$ cat config.mk
export PLATFORM = sky130hd
export DESIGN_NAME = framed_uart_receiver_crc16_flat
export DESIGN_NICKNAME = d
export VERILOG_FILES = /design/src/hw/rtl/fur_pkg.sv /design/src/hw/rtl/fur_in_if.sv /design/src/hw/rtl/fur_out_if.sv /design/src/hw/rtl/fur_ctrl.sv /design/src/hw/rtl/fur_dp.sv /design/src/hw/rtl/framed_uart_receiver_crc16.sv /design/src/flat_wrapper.sv
export SDC_FILE = /design/constraint.sdc
export NUM_CORES = 1
export LEC_CHECK = 0
export ABC_AREA = 1
export BUFFER_PORTS_ARGS = -buffer_cell sky130_fd_sc_hd__buf_2
export CAP_MARGIN = 5
export CORE_ASPECT_RATIO = 1.1
export CORE_MARGIN = 2
export CORE_UTILIZATION = 40
export CTS_CLUSTER_DIAMETER = 60
export DETAILED_ROUTE_END_ITERATION = 8
export HOLD_SLACK_MARGIN = 0.15
export PLACE_DENSITY = 0.56
export SLEW_MARGIN = 20
export SYNTH_ARGS = -nofsm -noshare
export SYNTH_HDL_FRONTEND = slang
export SYNTH_SLANG_ARGS = --single-unit
export TNS_END_PERCENT = 20
$ cat constraint.sdc
create_clock -name clk_i -period 9.6 [get_ports clk_i]
set_input_delay 0.48 -clock clk_i [delete_from_list [all_inputs] [get_ports clk_i]]
set_output_delay 0.48 -clock clk_i [all_outputs]
set_load 0.01 [all_outputs]
$ cat src/hw/rtl/fur_pkg.sv
// fur_pkg: shared widths, codes, reset values and handshake structs for the
// framed uart receiver. No dependencies; every other file of the block uses it.
`timescale 1ns / 1ps

package fur_pkg;

  localparam int unsigned MAX_PAYLOAD_DEF = 64;

  localparam int unsigned BYTE_W     = 8;
  localparam int unsigned LEN_W      = 7;
  localparam int unsigned TIME_W     = 32;
  localparam int unsigned STAT_W     = 3;
  localparam int unsigned CRC_W      = 16;
  localparam int unsigned PHASE_W    = 3;
  localparam int unsigned CFG_IDX_W  = 3;
  localparam int unsigned CFG_DATA_W = 32;

  // result status codes
  localparam logic [STAT_W-1:0] ST_EMPTY      = 3'd0;
  localparam logic [STAT_W-1:0] ST_OK         = 3'd1;
  localparam logic [STAT_W-1:0] ST_TOO_LARGE  = 3'd2;
  localparam logic [STAT_W-1:0] ST_BAD_LENGTH = 3'd3;
  localparam logic [STAT_W-1:0] ST_BAD_CRC    = 3'd4;
  localparam logic [STAT_W-1:0] ST_TIMEOUT    = 3'd5;

  // parser phases
  localparam logic [PHASE_W-1:0] PH_MAGIC0  = 3'd0;
  localparam logic [PHASE_W-1:0] PH_MAGIC1  = 3'd1;
  localparam logic [PHASE_W-1:0] PH_LENGTH  = 3'd2;
  localparam logic [PHASE_W-1:0] PH_PAYLOAD = 3'd3;
  localparam logic [PHASE_W-1:0] PH_CRC_LO  = 3'd4;
  localparam logic [PHASE_W-1:0] PH_CRC_HI  = 3'd5;

  // configuration register indexes
  localparam logic [CFG_IDX_W-1:0] CFG_MAGIC_FIRST  = 3'd0;
  localparam logic [CFG_IDX_W-1:0] CFG_MAGIC_SECOND = 3'd1;
  localparam logic [CFG_IDX_W-1:0] CFG_MIN_LENGTH   = 3'd2;
  localparam logic [CFG_IDX_W-1:0] CFG_MAX_LENGTH   = 3'd3;
  localparam logic [CFG_IDX_W-1:0] CFG_TIMEOUT_MS   = 3'd4;

  // configuration reset values
  localparam logic [BYTE_W-1:0] MAGIC_FIRST_RST  = 8'd170;
  localparam logic [BYTE_W-1:0] MAGIC_SECOND_RST = 8'd85;
  localparam logic [LEN_W-1:0]  MIN_LENGTH_RST   = 7'd1;
  localparam logic [LEN_W-1:0]  MAX_LENGTH_RST   = 7'd64;
  localparam logic [TIME_W-1:0] TIMEOUT_MS_RST   = 32'd100;

  // crc-16/ccitt-false
  localparam logic [CRC_W-1:0] CRC_INIT = 16'hFFFF;
  localparam logic [CRC_W-1:0] CRC_POLY = 16'h1021;

  // controller to datapath
  typedef struct packed {
    logic latch_in;  // capture the accepted request
    logic eval;      // run the parser on the captured byte
    logic rd_step;   // push one payload byte of a good frame
  } cmd_t;

  // datapath to controller
  typedef struct packed {
    logic out_free;  // output register can take a result this cycle
    logic frame_ok;  // captured byte closes a frame with a good crc
    logic rd_last;   // current readout byte is the final one
  } stat_t;

  // one byte through the msb-first crc register
  function automatic logic [CRC_W-1:0] crc_feed(input logic [CRC_W-1:0] crc_in,
                                                input logic [BYTE_W-1:0] b);
    logic [CRC_W-1:0] c;
    c = crc_in ^ {b, 8'h00};
    for (int i = 0; i < 8; i++) begin
      if (c[CRC_W-1]) begin
        c = {c[CRC_W-2:0], 1'b0} ^ CRC_POLY;
      end else begin
        c = {c[CRC_W-2:0], 1'b0};
      end
    end
    return c;
  endfunction

endpackage

$ cat src/hw/rtl/fur_in_if.sv
// fur_in_if: request channel carrying one received byte and its timestamp.
// Depends on fur_pkg for field widths.
`timescale 1ns / 1ps

interface fur_in_if;
  logic                        valid;
  logic                        ready;
  logic [fur_pkg::BYTE_W-1:0]  rx_byte;
  logic [fur_pkg::TIME_W-1:0]  now_ms;

  modport source (output valid, output rx_byte, output now_ms, input ready);
  modport sink   (input valid, input rx_byte, input now_ms, output ready);
endinterface

$ cat src/hw/rtl/fur_out_if.sv
// fur_out_if: result channel carrying status, payload byte, length and last mark.
// Depends on fur_pkg for field widths.
`timescale 1ns / 1ps

interface fur_out_if;
  logic                        valid;
  logic                        ready;
  logic [fur_pkg::STAT_W-1:0]  status;
  logic [fur_pkg::BYTE_W-1:0]  data_byte;
  logic [fur_pkg::LEN_W-1:0]   payload_length;
  logic                        last;

  modport source (output valid, output status, output data_byte,
                  output payload_length, output last, input ready);
  modport sink   (input valid, input status, input data_byte,
                  input payload_length, input last, output ready);
endinterface

$ cat src/hw/rtl/fur_ctrl.sv
// fur_ctrl: sequencer for capture, parse and payload readout.
// Depends on fur_pkg (cmd_t, stat_t).
`timescale 1ns / 1ps

module fur_ctrl (
  input  logic           clk_i,
  input  logic           rst_ni,
  input  logic           in_valid_i,
  output logic           in_ready_o,
  input  fur_pkg::stat_t stat_i,
  output fur_pkg::cmd_t  cmd_o
);

  localparam logic [1:0] S_IDLE = 2'd0;
  localparam logic [1:0] S_EVAL = 2'd1;
  localparam logic [1:0] S_READ = 2'd2;

  logic [1:0] state_q, state_d;

  always_comb begin
    state_d    = state_q;
    cmd_o      = '0;
    in_ready_o = 1'b0;
    unique case (state_q)
      S_IDLE: begin
        in_ready_o = 1'b1;
        if (in_valid_i) begin
          cmd_o.latch_in = 1'b1;
          state_d        = S_EVAL;
        end
      end
      S_EVAL: begin
        if (stat_i.out_free) begin
          cmd_o.eval = 1'b1;
          state_d    = stat_i.frame_ok ? S_READ : S_IDLE;
        end
      end
      S_READ: begin
        if (stat_i.out_free) begin
          cmd_o.rd_step = 1'b1;
          if (stat_i.rd_last) begin
            state_d = S_IDLE;
          end
        end
      end
      default: begin
        state_d = S_IDLE;
      end
    endcase
  end

  always_ff @(posedge clk_i or negedge rst_ni) begin
    if (!rst_ni) begin
      state_q <= S_IDLE;
    end else begin
      state_q <= state_d;
    end
  end

endmodule

$ cat src/hw/rtl/fur_dp.sv
// fur_dp: parser registers, crc, payload buffer, config registers and result register.
// Depends on fur_pkg; driven by fur_ctrl through cmd_t / stat_t.
`timescale 1ns / 1ps

module fur_dp #(
  parameter int unsigned MAX_PAYLOAD = fur_pkg::MAX_PAYLOAD_DEF
) (
  input  logic                           clk_i,
  input  logic                           rst_ni,
  input  fur_pkg::cmd_t                  cmd_i,
  output fur_pkg::stat_t                 stat_o,
  input  logic [fur_pkg::BYTE_W-1:0]     rx_byte_i,
  input  logic [fur_pkg::TIME_W-1:0]     now_ms_i,
  input  logic                           cfg_we_i,
  input  logic [fur_pkg::CFG_IDX_W-1:0]  cfg_idx_i,
  input  logic [fur_pkg::CFG_DATA_W-1:0] cfg_wdata_i,
  input  logic                           out_ready_i,
  output logic                           out_valid_o,
  output logic [fur_pkg::STAT_W-1:0]     out_status_o,
  output logic [fur_pkg::BYTE_W-1:0]     out_data_o,
  output logic [fur_pkg::LEN_W-1:0]      out_len_o,
  output logic                           out_last_o
);

  localparam int unsigned AW = (MAX_PAYLOAD > 1) ? $clog2(MAX_PAYLOAD) : 1;
  localparam int unsigned BW = fur_pkg::BYTE_W;
  localparam int unsigned LW = fur_pkg::LEN_W;
  localparam int unsigned TW = fur_pkg::TIME_W;
  localparam int unsigned CW = fur_pkg::CRC_W;
  localparam int unsigned PW = fur_pkg::PHASE_W;
  localparam int unsigned SW = fur_pkg::STAT_W;

  // config
  logic [BW-1:0] magic_first_q, magic_second_q;
  logic [LW-1:0] min_len_q, max_len_q;
  logic [TW-1:0] timeout_q;

  // captured request
  logic [BW-1:0] rx_q;
  logic [TW-1:0] now_q;

  // parser state
  logic [PW-1:0] phase_q, phase_d;
  logic [TW-1:0] last_time_q, last_time_d;
  logic [LW-1:0] cnt_q, cnt_d;
  logic [LW-1:0] exp_q, exp_d;
  logic [CW-1:0] crc_q, crc_d;
  logic [BW-1:0] crc_lo_q, crc_lo_d;
  logic [LW-1:0] rd_idx_q;

  // result register
  logic          out_valid_q;
  logic [SW-1:0] out_status_q;
  logic [BW-1:0] out_data_q;
  logic [LW-1:0] out_len_q;
  logic          out_last_q;

  logic [BW-1:0] mem [MAX_PAYLOAD];

  logic          frame_stale;
  logic [TW-1:0] gap;
  logic [8:0]    len_hi;
  logic [PW-1:0] eff_phase;
  logic [SW-1:0] proc_st, res_st;
  logic          frame_ok;
  logic          mem_we;
  logic [LW-1:0] cnt_inc;
  logic          rd_last;
  logic          out_free;
  logic          load_eval;
  logic [AW-1:0] wr_addr, rd_addr;

  assign gap         = now_q - last_time_q;
  assign frame_stale = (phase_q != fur_pkg::PH_MAGIC0) && (gap > timeout_q);
  assign eff_phase   = frame_stale ? fur_pkg::PH_MAGIC0 : phase_q;
  assign len_hi      = (int'(max_len_q) < MAX_PAYLOAD) ? {2'b00, max_len_q}
                                                       : 9'(MAX_PAYLOAD);
  assign cnt_inc     = cnt_q + LW'(1);
  assign wr_addr     = AW'(cnt_q);
  assign rd_addr     = AW'(rd_idx_q);
  assign rd_last     = ((rd_idx_q + LW'(1)) == exp_q);
  assign out_free    = !out_valid_q || out_ready_i;
  assign load_eval   = cmd_i.eval && !frame_ok;

  assign stat_o.out_free = out_free;
  assign stat_o.frame_ok = frame_ok;
  assign stat_o.rd_last  = rd_last;

  // parser step; a timeout first puts the parser back to its reset values
  always_comb begin
    phase_d     = eff_phase;
    last_time_d = frame_stale ? '0 : last_time_q;
    cnt_d       = frame_stale ? '0 : cnt_q;
    exp_d       = frame_stale ? '0 : exp_q;
    crc_d       = frame_stale ? fur_pkg::CRC_INIT : crc_q;
    crc_lo_d    = frame_stale ? '0 : crc_lo_q;
    proc_st     = fur_pkg::ST_EMPTY;
    frame_ok    = 1'b0;
    mem_we      = 1'b0;
    unique case (eff_phase)
      fur_pkg::PH_MAGIC0: begin
        if (rx_q == magic_first_q) begin
          phase_d     = fur_pkg::PH_MAGIC1;
          last_time_d = now_q;
        end
      end
      fur_pkg::PH_MAGIC1: begin
        last_time_d = now_q;
        if (rx_q == magic_second_q) begin
          phase_d = fur_pkg::PH_LENGTH;
        end else if (rx_q != magic_first_q) begin
          phase_d = fur_pkg::PH_MAGIC0;
        end
      end
      fur_pkg::PH_LENGTH: begin
        last_time_d = now_q;
        if (({1'b0, rx_q} > len_hi) || (rx_q < {1'b0, min_len_q}) || (rx_q == '0)) begin
          proc_st  = ({1'b0, rx_q} > len_hi) ? fur_pkg::ST_TOO_LARGE
                                             : fur_pkg::ST_BAD_LENGTH;
          phase_d     = fur_pkg::PH_MAGIC0;
          last_time_d = '0;
          cnt_d       = '0;
          exp_d       = '0;
          crc_d       = fur_pkg::CRC_INIT;
          crc_lo_d    = '0;
          // resync when the rejected length looks like a first magic
          if (rx_q == magic_first_q) begin
            phase_d     = fur_pkg::PH_MAGIC1;
            last_time_d = now_q;
          end
        end else begin
          exp_d   = rx_q[LW-1:0];
          cnt_d   = '0;
          crc_d   = fur_pkg::crc_feed(fur_pkg::CRC_INIT, rx_q);
          phase_d = fur_pkg::PH_PAYLOAD;
        end
      end
      fur_pkg::PH_PAYLOAD: begin
        last_time_d = now_q;
        mem_we      = (int'(cnt_q) < MAX_PAYLOAD);
        cnt_d       = cnt_inc;
        crc_d       = fur_pkg::crc_feed(crc_q, rx_q);
        if (cnt_inc >= exp_q) begin
          phase_d = fur_pkg::PH_CRC_LO;
        end
      end
      fur_pkg::PH_CRC_LO: begin
        last_time_d = now_q;
        crc_lo_d    = rx_q;
        phase_d     = fur_pkg::PH_CRC_HI;
      end
      fur_pkg::PH_CRC_HI: begin
        if ({rx_q, crc_lo_q} == crc_q) begin
          // state is held for the readout and cleared after its last byte
          frame_ok = 1'b1;
        end else begin
          proc_st     = fur_pkg::ST_BAD_CRC;
          phase_d     = fur_pkg::PH_MAGIC0;
          last_time_d = '0;
          cnt_d       = '0;
          exp_d       = '0;
          crc_d       = fur_pkg::CRC_INIT;
          crc_lo_d    = '0;
        end
      end
      default: begin
        phase_d     = fur_pkg::PH_MAGIC0;
        last_time_d = '0;
        cnt_d       = '0;
        exp_d       = '0;
        crc_d       = fur_pkg::CRC_INIT;
        crc_lo_d    = '0;
      end
    endcase
    res_st = frame_stale ? fur_pkg::ST_TIMEOUT : proc_st;
  end

  // config registers
  always_ff @(posedge clk_i or negedge rst_ni) begin
    if (!rst_ni) begin
      magic_first_q  <= fur_pkg::MAGIC_FIRST_RST;
      magic_second_q <= fur_pkg::MAGIC_SECOND_RST;
      min_len_q      <= fur_pkg::MIN_LENGTH_RST;
      max_len_q      <= fur_pkg::MAX_LENGTH_RST;
      timeout_q      <= fur_pkg::TIMEOUT_MS_RST;
    end else if (cfg_we_i) begin
      unique case (cfg_idx_i)
        fur_pkg::CFG_MAGIC_FIRST:  magic_first_q  <= cfg_wdata_i[BW-1:0];
        fur_pkg::CFG_MAGIC_SECOND: magic_second_q <= cfg_wdata_i[BW-1:0];
        fur_pkg::CFG_MIN_LENGTH:   min_len_q      <= cfg_wdata_i[LW-1:0];
        fur_pkg::CFG_MAX_LENGTH:   max_len_q      <= cfg_wdata_i[LW-1:0];
        fur_pkg::CFG_TIMEOUT_MS:   timeout_q      <= cfg_wdata_i[TW-1:0];
        default: ;
      endcase
    end
  end

  // captured request
  always_ff @(posedge clk_i) begin
    if (cmd_i.latch_in) begin
      rx_q  <= rx_byte_i;
      now_q <= now_ms_i;
    end
  end

  // parser state
  always_ff @(posedge clk_i or negedge rst_ni) begin
    if (!rst_ni) begin
      phase_q     <= fur_pkg::PH_MAGIC0;
      last_time_q <= '0;
      cnt_q       <= '0;
      exp_q       <= '0;
      crc_q       <= fur_pkg::CRC_INIT;
      crc_lo_q    <= '0;
      rd_idx_q    <= '0;
    end else if (cmd_i.eval) begin
      phase_q     <= phase_d;
      last_time_q <= last_time_d;
      cnt_q       <= cnt_d;
      exp_q       <= exp_d;
      crc_q       <= crc_d;
      crc_lo_q    <= crc_lo_d;
      rd_idx_q    <= '0;
    end else if (cmd_i.rd_step) begin
      rd_idx_q <= rd_idx_q + LW'(1);
      if (rd_last) begin
        phase_q     <= fur_pkg::PH_MAGIC0;
        last_time_q <= '0;
        cnt_q       <= '0;
        exp_q       <= '0;
        crc_q       <= fur_pkg::CRC_INIT;
        crc_lo_q    <= '0;
      end
    end
  end

  // payload buffer, its read port lands straight in the result register
  always_ff @(posedge clk_i) begin
    if (cmd_i.eval && mem_we) begin
      mem[wr_addr] <= rx_q;
    end
  end

  always_ff @(posedge clk_i) begin
    if (cmd_i.rd_step) begin
      out_status_q <= fur_pkg::ST_OK;
      out_data_q   <= mem[rd_addr];
      out_len_q    <= exp_q;
      out_last_q   <= rd_last;
    end else if (load_eval) begin
      out_status_q <= res_st;
      out_data_q   <= '0;
      out_len_q    <= '0;
      out_last_q   <= 1'b1;
    end
  end

  always_ff @(posedge clk_i or negedge rst_ni) begin
    if (!rst_ni) begin
      out_valid_q <= 1'b0;
    end else if (cmd_i.rd_step || load_eval) begin
      out_valid_q <= 1'b1;
    end else if (out_ready_i) begin
      out_valid_q <= 1'b0;
    end
  end

  assign out_valid_o  = out_valid_q;
  assign out_status_o = out_status_q;
  assign out_data_o   = out_data_q;
  assign out_len_o    = out_len_q;
  assign out_last_o   = out_last_q;

endmodule

$ cat src/hw/rtl/framed_uart_receiver_crc16.sv
// framed_uart_receiver_crc16: top level, joins sequencer and datapath.
// Depends on fur_pkg, fur_in_if, fur_out_if, fur_ctrl and fur_dp.
//
// usage
//   rx_i carries one received byte with its millisecond timestamp per request.
//   the parser hunts for two magic bytes, takes a length byte, buffers the
//   payload and checks a little-endian crc-16/ccitt-false over length+payload.
//   res_o returns one result per request (status, last set), except that the
//   byte closing a frame with a good crc returns the whole payload as a run of
//   ok results, last set on the final byte.
//   cfg_we_i/cfg_idx_i/cfg_wdata_i write the five config registers; write them
//   only while no request is in flight.
// request flow
//   an accepted request is captured first, then parsed into the output
//   register once it is free; no new request is taken until the parse is done.
//   a good frame reads out of the payload buffer at one byte per cycle while
//   res_o is not stalled, during which no request is taken.
// reset
//   rst_ni clears the parser to the magic hunt and the config to its defaults;
//   the payload buffer is not cleared and needs no clearing pass.
// stall
//   when res_o is stalled the result waits in the output register; outside a
//   readout one more request is still captured, parsed once the register is free.
`timescale 1ns / 1ps

module framed_uart_receiver_crc16 #(
  parameter int unsigned MAX_PAYLOAD = fur_pkg::MAX_PAYLOAD_DEF
) (
  input  logic                           clk_i,
  input  logic                           rst_ni,
  fur_in_if.sink                         rx_i,
  fur_out_if.source                      res_o,
  input  logic                           cfg_we_i,
  input  logic [fur_pkg::CFG_IDX_W-1:0]  cfg_idx_i,
  input  logic [fur_pkg::CFG_DATA_W-1:0] cfg_wdata_i
);

  // command and status between sequencer and datapath
  fur_pkg::cmd_t  cmd;
  fur_pkg::stat_t stat;
  logic           in_ready;

  fur_ctrl u_ctrl (
    .clk_i      (clk_i),
    .rst_ni     (rst_ni),
    .in_valid_i (rx_i.valid),
    .in_ready_o (in_ready),
    .stat_i     (stat),
    .cmd_o      (cmd)
  );

  // request is taken only while the sequencer sits idle
  assign rx_i.ready = in_ready;

  fur_dp #(
    .MAX_PAYLOAD (MAX_PAYLOAD)
  ) u_dp (
    .clk_i        (clk_i),
    .rst_ni       (rst_ni),
    .cmd_i        (cmd),
    .stat_o       (stat),
    .rx_byte_i    (rx_i.rx_byte),
    .now_ms_i     (rx_i.now_ms),
    .cfg_we_i     (cfg_we_i),
    .cfg_idx_i    (cfg_idx_i),
    .cfg_wdata_i  (cfg_wdata_i),
    .out_ready_i  (res_o.ready),
    .out_valid_o  (res_o.valid),
    .out_status_o (res_o.status),
    .out_data_o   (res_o.data_byte),
    .out_len_o    (res_o.payload_length),
    .out_last_o   (res_o.last)
  );

endmodule

$ cat src/flat_wrapper.sv
// flat-port wrapper written by rule: the top's interface ports become plain ports
module framed_uart_receiver_crc16_flat 
#(
  parameter int unsigned MAX_PAYLOAD = fur_pkg::MAX_PAYLOAD_DEF
)
  (clk_i, rst_ni, cfg_we_i, cfg_idx_i, cfg_wdata_i, rx_i_valid, rx_i_rx_byte, rx_i_now_ms, rx_i_ready, res_o_valid, res_o_status, res_o_data_byte, res_o_payload_length, res_o_last, res_o_ready);
  fur_in_if rx_i_i ();
  fur_out_if res_o_i ();
  input  logic clk_i;
  input  logic rst_ni;
  input  logic cfg_we_i;
  input  logic [fur_pkg::CFG_IDX_W-1:0] cfg_idx_i;
  input  logic [fur_pkg::CFG_DATA_W-1:0] cfg_wdata_i;
  input wire logic [$bits(rx_i_i.valid)-1:0] rx_i_valid;
  input wire logic [$bits(rx_i_i.rx_byte)-1:0] rx_i_rx_byte;
  input wire logic [$bits(rx_i_i.now_ms)-1:0] rx_i_now_ms;
  output wire logic [$bits(rx_i_i.ready)-1:0] rx_i_ready;
  output wire logic [$bits(res_o_i.valid)-1:0] res_o_valid;
  output wire logic [$bits(res_o_i.status)-1:0] res_o_status;
  output wire logic [$bits(res_o_i.data_byte)-1:0] res_o_data_byte;
  output wire logic [$bits(res_o_i.payload_length)-1:0] res_o_payload_length;
  output wire logic [$bits(res_o_i.last)-1:0] res_o_last;
  input wire logic [$bits(res_o_i.ready)-1:0] res_o_ready;
  assign rx_i_i.valid = rx_i_valid;
  assign rx_i_i.rx_byte = rx_i_rx_byte;
  assign rx_i_i.now_ms = rx_i_now_ms;
  assign rx_i_ready = rx_i_i.ready;
  assign res_o_valid = res_o_i.valid;
  assign res_o_status = res_o_i.status;
  assign res_o_data_byte = res_o_i.data_byte;
  assign res_o_payload_length = res_o_i.payload_length;
  assign res_o_last = res_o_i.last;
  assign res_o_i.ready = res_o_ready;
  framed_uart_receiver_crc16 #(.MAX_PAYLOAD(MAX_PAYLOAD)) u_core (.clk_i(clk_i), .rst_ni(rst_ni), .rx_i(rx_i_i), .res_o(res_o_i), .cfg_we_i(cfg_we_i), .cfg_idx_i(cfg_idx_i), .cfg_wdata_i(cfg_wdata_i));
endmodule
==> results of run 1 <==
==> state kept, by name, indices dropped and copies added (netlist names), 3 cells and up <==
name and count:
u_core.u_dp.out_status_o 3, u_core.u_dp.timeout_q 32, u_core.u_dp.magic_first_q 8, u_core.u_dp.phase_q 3
u_core.u_dp.crc_q 16, u_core.u_dp.cnt_q 7, u_core.u_dp.rx_q 8, u_core.u_dp.exp_q 7
u_core.u_dp.now_q 32, u_core.u_dp.min_len_q 7, u_core.u_dp.out_data_o 8, u_core.u_dp.last_time_q 32
u_core.u_dp.max_len_q 7, u_core.u_dp.rd_idx_q 7, u_core.u_dp.magic_second_q 8, u_core.u_dp.out_len_o 7
u_core.u_dp.crc_lo_q 8, u_core.u_dp.mem 512
==> where the power goes <==
group          total (mW)  internal, mW  switching [mW]
sequential           3.64          3.53           0.105
clock                3.19          1.91            1.28
combinational        1.50         0.519           0.986
total                8.33          5.96            2.37
==> stage by stage <==
| stage | setup WS (ns) | hold WS [ns] | std cells | power (mW) |
|---|---|---|---|---|
| 3_5_place_dp | 1.78 | 0.465 | 4152 | 5.18 |
| 2_1_floorplan | 4.94 | 0.184 | 3128 | 4.72 |
| 5_1_grt | 1.17 | 0.251 | 4365 | 8.73 |
| 6_report | 1.68 | 0.228 | 4365 | 8.33 |
| 4_1_cts | 1.77 | 0.217 | 4365 | 8.39 |
| 3_3_place_gp | 2.00 | 0.462 | 4152 | 5.15 |
==> worst max-delay path, cell delays in order (launching register included) <==
cell and delay [ns]:
edfxtp_1 0.38, inv_1 0.07, ha_1 0.14, inv_1 0.06, fa_1 0.40, nand3_1 0.11
nand2_1 0.09, a21oi_1 0.38, o21bai_1 0.18, a21boi_0 0.32, o21ai_0 0.24, nand2_1 0.15
o21ai_0 0.11, xor2_1 0.15, ha_1 0.29, nand4_1 0.09, nor3_1 0.23, nand3_1 0.19
nor2_1 0.16, nor2_1 0.08, nand2_2 0.53, nand4_1 0.70, nor3_4 0.51, nand4_1 1.02
nor2_1 0.98
==> layout by cell type (no fill, tap or decap), types with 85 or more instances in the layout <==
cell type	instances
buf_2	99
ha_1	85
inv_1	187
o21ai_0	404
edfxtp_1	568
nand2_1	463
nor2_1	539
o22ai_1	159
dfrtp_1	113
nand3_1	108
a21oi_1	97
==> worst max-delay path by stage <==
stage	startpoint	end	slack (ns)
global placement	u_core.u_dp.now_q[0]	u_core.u_dp.mem[18][2]	2.00
global route	u_core.u_dp.now_q[0]	u_core.u_dp.mem[34][2]	1.17
floorplan	u_core.u_dp.now_q[0]	u_core.u_dp.mem[0][0]	4.94
finish	u_core.u_dp.now_q[0]	u_core.u_dp.mem[18][7]	1.68
detailed placement	u_core.u_dp.now_q[0]	u_core.u_dp.mem[26][5]	1.78
CTS	u_core.u_dp.now_q[0]	u_core.u_dp.mem[34][3]	1.77
==> cell type report <==
cell class              instances  area [um^2]
clock inverters                53          642
well taps                    1054         1320
multi-input cells            2051        10400
inverters                     199          752
repair buffers                197         1410
clock buffers                  95         2110
fillers                      7441        43000
flip-flops and latches        716        20800
==> per-layer routing <==
metal | global-route usage (%) | part of all wire, % | vias to the layer above | wire [um]
met5 | 0 | 0 | - | 0
met4 | 9.68 | 4.0 | 0 | 3800
met3 | 2.70 | 5.7 | 199 | 5370
met2 | 39.0 | 49 | 928 | 46700
met1 | 28.2 | 41 | 11700 | 38700
li1 | - | - | 11200 | -
==> cells by family after synthesis <==
kind of cell | after synthesis | share of synthesized area (%)
compound gates | 711 | 12.0
xor+xnor | 84 | 2.26
fa+ha+maj | 86 | 3.33
buf+inv | 361 | 4.28
flops | 716 | 63.8
simple gates | 1170 | 14.4
==> results_dict.tcl, run 1 <==
set metrics [dict create \
    status "finished, violations left" \
    violations "design-rule violations" \
    synth_ff_type "edfxtp_1" \
    avgSynthCellArea_um2 10.4 \
    final.setup.tns_ns 0 \
    fmax_ghz 0.126 \
    vias 24000 \
    slew_violations 0 \
    wire_per_inst_um 21.7 \
    r2r_cells 24 \
    drt_pass1_iterations 8 \
    yosys-top-cells-count "568 x edfxtp_1, 540 x nor2_1, 463 x nand2_1, 404 x o21ai_0, 189 x inv_1" \
    yosysUniqueCellTypes 47 \
    core-area_um2 80500 \
    die_h_um 303 \
    diodes 0 \
    grt_first_pass_wirelength_mm 143 \
    hold_path_class "in2reg" \
    num_rows 109 \
    finalClockSkew_ns 0.0364 \
    holdPathEnd "u_core.u_dp.magic_first_q[7]" \
    worst_setup_path_end_kind "flop" \
    syn_to_final_growth_pct 14.9 \
    worstMarginPinSlew_ns 1.22 \
    yosys.area.top_type "edfxtp_1" \
    ys_seq_area_share_pct 63.8 \
    synth_seq_cells 716 \
    async_reset_ff_share_pct 20.3 \
    die_width_um 276 \
    ir_worst_vdd_uv 134 \
    drt-vias-per-instance 5.50 \
    clk_latency_ns 0.64 \
    syn_inst 3128 \
    track_usage_pct 22.3 \
    drt_iter0_drc 2284 \
    ant_nets 0 \
    yosysWarnings 0 \
    cts.sinks 716 \
    synthesis.nets 3294 \
    placed_cell_area_um2 34000 \
    critPathKind "reg2reg" \
    setup_viol 0 \
    num_io_pins 101 \
    place_congestion 0.929 \
    post-cts-setup-buffers 0 \
    timing.rr.end "u_core.u_dp.mem[18][7]" \
    netlist.area_leader.share_pct 52.4 \
    antenna_found_initial 0 \
    wl_mm 94.5 \
    clk_pin_slew_ns 0.06 \
    maxCapViolations 0 \
    rsz0062_at_grt "no" \
    min_period_ns 7.92 \
    cp_data_required_time_ns 9.86 \
    dp_hpwl_mm 60.4 \
    r2r_setup_slack_ns 1.68 \
    htreeDepth 3 \
    finalInstanceArea_um2 37400 \
    worstPathArrival_ns 8.18 \
    final_hold_viol_count 0 \
    cts_root_buf "clkbuf_16" \
    hold_path_startpoint "cfg_wdata_i[7]" \
    crit_fanout 37 \
    synthesis.area_um2 32600 \
    start_util_pct 40.5 \
    hold_depth 3 \
    drive_above_1_share_pct 9.27 \
    power_density_nw_per_um2 223 \
    drcViolationCount 2 \
    post-route-period-util_pct 82.5 \
    cts_resized 0 \
    ys_top_cells_by_area "edfxtp_1 52%, dfrtp_1 8.9%, nor2_1 6.2%" \
    rr_startpoint "u_core.u_dp.now_q[0]" \
    cts_hold_buf 65 \
    startpoint_type "flop" \
    cts.path.max_buffers 3 \
    grt_max_degree 134 \
    grt_overflow_total 0 \
    port_buffers 100 \
    utilization_pct 46.5 \
    slew_headroom_pct 18.6 \
    cts_buffers 80 \
    grt_pass1_vias 24000 \
    yosysMostFrequentCell "edfxtp_1" \
    synth_edf_count 568 \
    p_leak_nw 14.3 \
    cts_tree "done" \
    die_area_um2 83700 \
    layout.nets 3411 \
]
Power figures use the tool's default switching activity.
==> run 2: changes to the inputs <==
--- a/config.mk
+++ b/config.mk
@@ -5,7 +5,7 @@
 export SDC_FILE = /design/constraint.sdc
 export NUM_CORES = 1
 export LEC_CHECK = 0
-export ABC_AREA = 1
+export ABC_AREA = 0
 export BUFFER_PORTS_ARGS = -buffer_cell sky130_fd_sc_hd__buf_2
 export CAP_MARGIN = 5
 export CORE_ASPECT_RATIO = 1.1
==> constraint.sdc (replaced) <==
create_clock -name clk_i -period 7.5 [get_ports clk_i]
set_input_delay 0.375 -clock clk_i [delete_from_list [all_inputs] [get_ports clk_i]]
set_output_delay 0.375 -clock clk_i [all_outputs]
set_load 0.01 [all_outputs]
==> results_dict.tcl, run 2 <==
set metrics [dict create \
    ant_nets 0 \
    yosysWarnings 0 \
    async_reset_ff_share_pct 20.3 \
    antenna_found_initial 1 \
    syn_inst 2260 \
    cts_root_buf "clkbuf_16" \
    grt_busiest_layer "met2" \
    r2r_setup_slack_ns 0.40 \
    largest_register_ffs 512 \
    timing.rr.end "u_core.u_dp.mem[41][1]" \
    grt_util_met3_pct 3.04 \
    cts_tree "done" \
    yosysUniqueCellTypes 81 \
    critPathLaunch "u_core.u_dp.now_q[0]" \
    fmax_ghz 0.141 \
    layout.nets 2612 \
    die_width_um 274 \
    port_buffers 100 \
    slew_headroom_pct 30.8 \
    post-cts-setup-buffers 0 \
    cts_buffers 79 \
    worst_setup_path_end_kind "flop" \
    power_density_nw_per_um2 268 \
    r2r_cells 21 \
    startpoint_type "flop" \
    rsz0062_at_grt "yes" \
    cp_data_required_time_ns 7.78 \
    clk_latency_ns 0.64 \
    drive_above_1_share_pct 19.0 \
    drcViolationCount 0 \
    hold_path_class "in2reg" \
    track_usage_pct 20.0 \
    synth_edf_count 568 \
    diodes 0 \
    status "completed" \
    worstMarginPinSlew_ns 1.04 \
    mostFrequentLayoutCell "edfxtp_1" \
    post-route-period-util_pct 94.6 \
    finalClockSkew_ns 0.0286 \
    top_register "u_core.u_dp.mem" \
    hold_path_startpoint "res_o_ready" \
    cts.path.max_buffers 3 \
    grt_use_met1_pct 26.5 \
    slew_violations 0 \
    final_hold_viol_count 0 \
    vias 19600 \
    start_util_pct 40.5 \
    netlist.area_leader.share_pct 53.2 \
    core-area_um2 79200 \
    num_io_pins 101 \
    min_period_ns 7.10 \
    drt_pass1_iterations 5 \
    cts.sinks 716 \
    synthesis.area_um2 32100 \
    htreeDepth 3 \
    yosys.area.top_type "edfxtp_1" \
    synth_seq_cells 716 \
    synthesis.nets 2426 \
    grt_max_degree 100 \
    p_total_mw 9.96 \
    layout_common_cells "568 x edfxtp_1, 142 x nand2_1, 119 x o21ai_0" \
    wl_mm 81.6 \
    ys_top_cells_by_area "edfxtp_1 53%, dfrtp_1 9.1%, mux4_2 4.5%" \
    use_met2_pct 33.9 \
    holdPathEnd "u_core.u_ctrl.state_q[1]" \
    final.setup.tns_ns 0 \
    setup_viol 0 \
    yosys-top-cells-count "568 x edfxtp_1, 142 x nand2_1, 119 x o21ai_0, 117 x nor2_1, 116 x dfrtp_1" \
    place_congestion 0.868 \
    grt_pass1_vias 20400 \
    crit_fanout 14 \
    clk_pin_slew_ns 0.06 \
    hold_depth 4 \
    dp_hpwl_mm 51.7 \
    drt-vias-per-instance 5.50 \
    drt_iter0_drc 1442 \
    worstPathArrival_ns 7.37 \
    critPathKind "reg2reg" \
    wire_per_inst_um 23.0 \
    p_leak_nw 12.6 \
    grt_first_pass_wirelength_mm 124 \
    grt_overflow_total 0 \
    die_area_um2 82500 \
    yosysMostFrequentCell "edfxtp_1" \
    avgSynthCellArea_um2 14.2 \
    synth_ff_type "edfxtp_1" \
    ys_seq_area_share_pct 64.8 \
    rr_startpoint "u_core.u_dp.now_q[0]" \
    syn_to_final_growth_pct 15.8 \
    ir_worst_vdd_uv 176 \
    maxCapViolations 0 \
    num_rows 108 \
    die_h_um 301 \
]
[run 2: worst max path at each step]
| stage | slack (ns) | end | cells after the start |
|---|---|---|---|
| after floorplan | 1.73 | u_core.u_dp.mem[7][0] | 19 |
| after global placement | 0.45 | u_core.u_dp.mem[41][1] | 19 |
| after detailed placement | 0.32 | u_core.u_dp.mem[41][7] | 21 |
| after CTS | 0.31 | u_core.u_dp.mem[41][5] | 19 |
| after global routing | -0.06 | u_core.u_dp.mem[41][1] | 19 |
| final | 0.40 | u_core.u_dp.mem[41][1] | 21 |
[run 2: area by class of cell]
| cell class | instances | area, um^2 |
|---|---|---|
| clock buffers | 99 | 2060 |
| clock inverters | 46 | 504 |
| inverters | 102 | 383 |
| fillers | 6993 | 42000 |
| well taps | 1045 | 1310 |
| flip-flops and latches | 716 | 20800 |
| multi-input cells | 1321 | 10400 |
| repair buffers | 226 | 1650 |
[run 2: power by group]
part / internal (mW) / switching, mW / total (mW)
logic: 0.631 / 0.890 / 1.52
clock network: 2.19 / 1.62 / 3.81
registers: 4.52 / 0.108 / 4.63
total: 7.35 / 2.62 / 9.96
[run 2: critical path, cell delays in order (launching register included)]
cell and delay [ns]:
edfxtp_1 0.38, inv_1 0.07, ha_1 0.16, inv_1 0.06
fa_1 0.40, a21oi_1 0.20, o211ai_1 0.19, o31ai_1 0.45
a21oi_1 0.26, a221oi_1 0.45, nor2b_1 0.32, o21bai_1 0.13
xor2_1 0.15, ha_1 0.31, nand4_1 0.10, nor4_1 0.66
nand3_1 0.29, a21boi_0 0.25, a21oi_1 0.42, buf_4 0.29
nand4bb_1 0.47, nor2_1 0.73
[run 2: cells by family after synthesis]
| family | share of synthesized area [%] |
|---|---|
| adder cells (fa/ha/maj) | 3.38 |
| AO/OA/AOI/OAI | 10.6 |
| flip-flops | 64.8 |
| AND/OR/NAND/NOR | 5.94 |
| XOR/XNOR | 2.81 |
| multiplexers | 9.65 |
| buffers and inverters | 2.79 |
[run 2: what timing repair did]
item,4_1_cts,5_1_grt
gates resized for setup,0,1
endpoints found under the hold margin,187,0
hold buffers,75,0
endpoints found under the setup margin,0,32
[run 2: layer usage]
metal  vias up  wire [um]
met2       564      40300
met3       123       4520
met1      9828      34700
li1       9035          -
met5         -          0
met4         0       2010
[run 2: metrics by stage]
step	instances	area (um^2)	util (%)	worst slack, ns	hold WS, ns
final	3555	37100	46.9	0.404	0.186
after global routing	3555	37100	46.9	-0.0584	0.198
after CTS	3555	37100	46.9	0.307	0.174
after detailed placement	3335	33800	42.7	0.319	0.465
after global placement	3335	33800	42.7	0.453	0.466
after floorplan	2260	32100	-	1.73	0.0794
